$ cat src/design/dncf_ram.sv
// Generic simple dual-port RAM with one write port and a registered read port.
module dncf_ram #(
    parameter int WIDTH = 8,
    parameter int DEPTH = 16
) (
    input  logic                     i_clk,
    input  logic                     i_we,
    input  logic [$clog2(DEPTH)-1:0] i_waddr,
    input  logic [WIDTH-1:0]         i_wdata,
    input  logic                     i_re,
    input  logic [$clog2(DEPTH)-1:0] i_raddr,
    output logic [WIDTH-1:0]         o_rdata
);

    logic [WIDTH-1:0] r_mem [DEPTH];
    logic [WIDTH-1:0] r_rdata;

    always_ff @(posedge i_clk) begin
        if (i_we) begin
            r_mem[i_waddr] <= i_wdata;
        end
        if (i_re) begin
            r_rdata <= r_mem[i_raddr];
        end
    end

    assign o_rdata = r_rdata;

endmodule

$ cat config.mk
export PLATFORM = sky130hd
export DESIGN_NAME = dncf_ram
export DESIGN_NICKNAME = d
export VERILOG_FILES = /design/src/design/dncf_ram.sv
export SDC_FILE = /design/constraint.sdc
export NUM_CORES = 1
export LEC_CHECK = 0
export ABC_AREA = 1
export BUFFER_PORTS_ARGS = -buffer_cell sky130_fd_sc_hd__buf_4
export CELL_PAD_IN_SITES_DETAIL_PLACEMENT = 1
export CELL_PAD_IN_SITES_GLOBAL_PLACEMENT = 1
export CORE_MARGIN = 3
export CORE_UTILIZATION = 52
export CTS_CLUSTER_DIAMETER = 60
export CTS_CLUSTER_SIZE = 10
export DETAILED_ROUTE_END_ITERATION = 8
export PLACE_DENSITY_LB_ADDON = 0.1
export SLEW_MARGIN = 20
export SYNTH_ARGS = -nofsm -noshare
export SYNTH_HDL_FRONTEND = slang
export SYNTH_SLANG_ARGS = --single-unit
$ cat constraint.sdc
create_clock -name i_clk -period 3.04 [get_ports i_clk]
set_clock_uncertainty 0.1 [all_clocks]
set_input_delay 0.152 -clock i_clk [delete_from_list [all_inputs] [get_ports i_clk]]
set_output_delay 0.152 -clock i_clk [all_outputs]
set_load 0.005 [all_outputs]
# ---- Word-level counts from Yosys, hierarchy flattened
# Memories as Yosys holds them, arrays and structs flattened. A register that Yosys moved wholly into a read port is not among the register bits.
# Index checks and enable logic that the tools add are counted.
dict set report word_totals {
  latchBits 0
  ram_bits 128
  output_inout_bits 8
  in_bits 19
  wordCells 3
  memories 1
  reg_bits 0
  rom_bits 0
}
# memory depth word_bits read_ports rd_clocked_by_memory_dff wr line_no
set memory_table {}
lappend memory_table {r_mem 16 8 1 1 1 15} ;# logic [WIDTH-1:0] r_mem [DEPTH];
dict set report classes {
  add_sub_neg 0
  n_div 0
  reduce_logical 0
  multipliers 0
  magnitude_cmp 0
  shifts 0
  n_eq_ne 0
  n_mux 2
  bitwise 0
}
# op n
set ops {}
lappend ops {{1-bit two-way mux} 2}

# ---- Logic depth before layout (Yosys ltp)
dict set report logic_depth {
  word_depth 2
  depth_mapped 8
  ltp_nobuf 7
}

# ---- Worst setup path before layout
# OpenSTA, ideal clock, no wires.
dict set report synth_path {
  kind {input to register}
  from {in i_waddr[2]}
  to {mem r_mem[10][0], enable pin}
  setup_ps 370
  cell_stages 2
  arrival_time_ps 733
  path_buffers 0
  path_slack_ps 1837
  required_ps 2570
  cell_sequence {nand3b_1 > nor2_1}
}
# item line_no
set synth_rtl {}
lappend synth_rtl {{start: declaration} 8} ;# input logic [$clog2(DEPTH)-1:0] i_waddr,
lappend synth_rtl {{end: declaration} 15}
# Straight into the memory's write port.

==> flow_summary.yaml <==
synth:
  synth_xor_xnor_area_share_pct: 0
  ys_types: 11
  synth.area.mux_share_pct: 0
  netlist_area_mm2: 0.00585
  synth_fp_nets: 570
  synthCells: 551
  ys_seq_area_share_pct: 69.8
  yosys.area_share.simple_pct: 20.8
  synth_area_per_cell_um2: 10.6
  synth_compound_area_share_pct: 0
  synth_top_family_by_area: "simple AND/OR/NAND/NOR gates"
  yosys.area_share.adder_pct: 0
  yosysWarnings: 0
  synth-seq-cells: 136
floorplan:
  fp.dieW_um: 112
  start_util_pct: 53.5
  die_y_um: 112
  ios: 27
  dieArea_mm2: 0.0126
  rows: 38
  coreArea_mm2: 0.0109
drt:
  drt_iter0_drc: 303
  wl_met2_um: 7290
  wirelength_um: 15100
  wl_per_cell_um: 20.6
  drc: 0
  met3WireLength_um: 870
  antenna_left: 0
  highest_layer: "met4"
  via_count: 3953
  routed_via_density: 5.39
  dr.pass1.iters: 5
  drt-met1-wl_um: 6720
clock_network:
  numCtsBuffers: 17
  h-tree-depth: 4
  cts_tree: "built"
  postCtsSetupBuffers: 0
  clockBufferDepth: 2
  clk_latency_ps: 420
  path_clk_slew_ps: 60
  hold_buffers: 5
  ctsResizeCount: 0
  cts_root_buf: "clkbuf_16"
  clock_sinks: 136
finish:
  stdcell_count: 733
  postLayoutCoreUtil_pct: 61.4
  syn_to_final_growth_pct: 14.7
  antenna_cells: 0
  multiInputGateArea_mm2: 0.00121
  regArea_mm2: 0.00408
  layout-drive-gt1-share_pct: 10.1
  n_fill_cell: 1198
  nNetsFinal: 599
pwr:
  pwr-share-comb_pct: 6.0
  p_leak_nw: 2.86
  seqPwrFrac_pct: 47.7
  power.switching_w: 0.000994
  power_per_cell_area_mw_per_mm2: 665
  p_int_w: 0.00347
  power_w: 0.00446
  ir_drop_uv: 418
  netSwitchingFraction_pct: 22.3
  pwr-share-clk_pct: 46.3
placed_design:
  hpwlAfterDp_um: 9040
  place.gp.congestion: 0.815
  port_buffers: 26
  dp.cells: 696
flow_run:
  max-cap-violations: 0
timing:
  setup_violations: 0
  slew_headroom_pct: 36.0
  rsz0062_at_grt: "no"
  drv_slew: 0
  period_minus_slack_ps: 1400
  finalCritPeriodShare_pct: 46.1
  tns_ps: 0
  fmax_mhz: 713
  hold_slack_ps: 10.9
  worstMarginPinSlew_ps: 956
  finalHoldViolCount: 0
hold_path:
  whs_path_depth: 1
  hp-class: "primary input to flip-flop"
worst_setup_path:
  cp_max_fo: 23
  cp.arrival_ps: 1480
  cp-end-kind: "flip-flop"
  worstPathRequired_ps: 3110
  start_kind: "primary input"
  worstRegToRegCells: 6
  criticalPathCategory: "primary input to flip-flop"
global_route:
  antenna_found_initial: 0
  grt_pass1_vias: 4175
  grt_pass1_wl_um: 23700
  gr-total-overflow: 0
  grt.total_usage_pct: 25.4
  grt_start_max_net_pins: 65
run_status:
  outcome: "completed"
## flip-flops by register name, indices dropped and copies added, names as in the netlist
signal   cells
o_rdata      8
r_mem      128
## critical path, cell delays in order
cell and delay [ps]:
buf_4 120, inv_2 290, buf_4 360, nand2_1 110, nand3_1 90, nand3_1 100
nand3_1 150, nand2_1 80
## cell usage in the layout, fill, tap and decap left out
cell	n
nand3b_1	2
nand3_1	97
bufinv_16	3
nor2_1	17
clkinv_2	4
clkinv_1	3
nand2_1	173
clkinv_4	1
inv_2	2
edfxtp_1	136
inv_1	100
clkbuf_16	17
dlygate4sd3_1	5
clkinvlp_4	4
buf_4	29
## per-layer routing
layer | up-vias | track usage, %
li1 | 1834 | -
met1 | 1965 | 35.5
met2 | 127 | 40.2
met3 | 27 | 6.20
met4 | 0 | 6.97
met5 | - | 0
## synth_stat cells
library cell,n,area [µm²]
inv_2,2,7.51
buf_6,6,67.6
buf_2,13,65.1
nand2_1,173,649
nand3b_1,2,15.0
buf_1,1,3.75
nor2_1,17,63.8
edfxtp_1,136,4080
inv_1,100,375
nand3_1,97,485
buf_4,4,30.0
## area by class of cell
cell class              instances  area share, %
multi-input cells             289           18.1
repair buffers                 34           3.99
well taps                     140           2.61
clock inverters                15           2.39
clock buffers                  17           6.34
flip-flops and latches        136           60.9
inverters                     102           5.71
## final timing paths
kind / startpoint / to / slack (ps)
worst min-delay path: i_wdata[2] / r_mem[8][2]$_DFFE_PP_ / 10
worst max-delay path: i_raddr[0] / o_rdata[5]$_DFFE_PP_ / 1640
worst min register to register: r_mem[10][0]$_DFFE_PP_ / o_rdata[0]$_DFFE_PP_ / 680
worst max register to register: r_mem[9][5]$_DFFE_PP_ / o_rdata[5]$_DFFE_PP_ / 1710
## cell families after synthesis
family	after synthesis
AND/OR/NAND/NOR	289
flip-flops	136
buffers and inverters	126
## metrics by stage
stage,worst slack (ps),area [µm²]
finish,1640,6710
global route,1530,6710
CTS,1640,6710
detailed placement,1200,6070
global placement,1260,6070
floorplan,1840,5850
## power by group through the flow
stage | combinational [W] | clock (W) | sequential (W)
6_report | 0.000270 | 0.00206 | 0.00213
5_1_grt | 0.000299 | 0.00216 | 0.00213
4_1_cts | 0.000270 | 0.00206 | 0.00213
3_5_place_dp | 0.000261 | 0 | 0.00217
3_3_place_gp | 0.000253 | 0 | 0.00216
2_1_floorplan | 0.000148 | 0 | 0.00216
No activity file was read; power rests on OpenSTA's default activity.
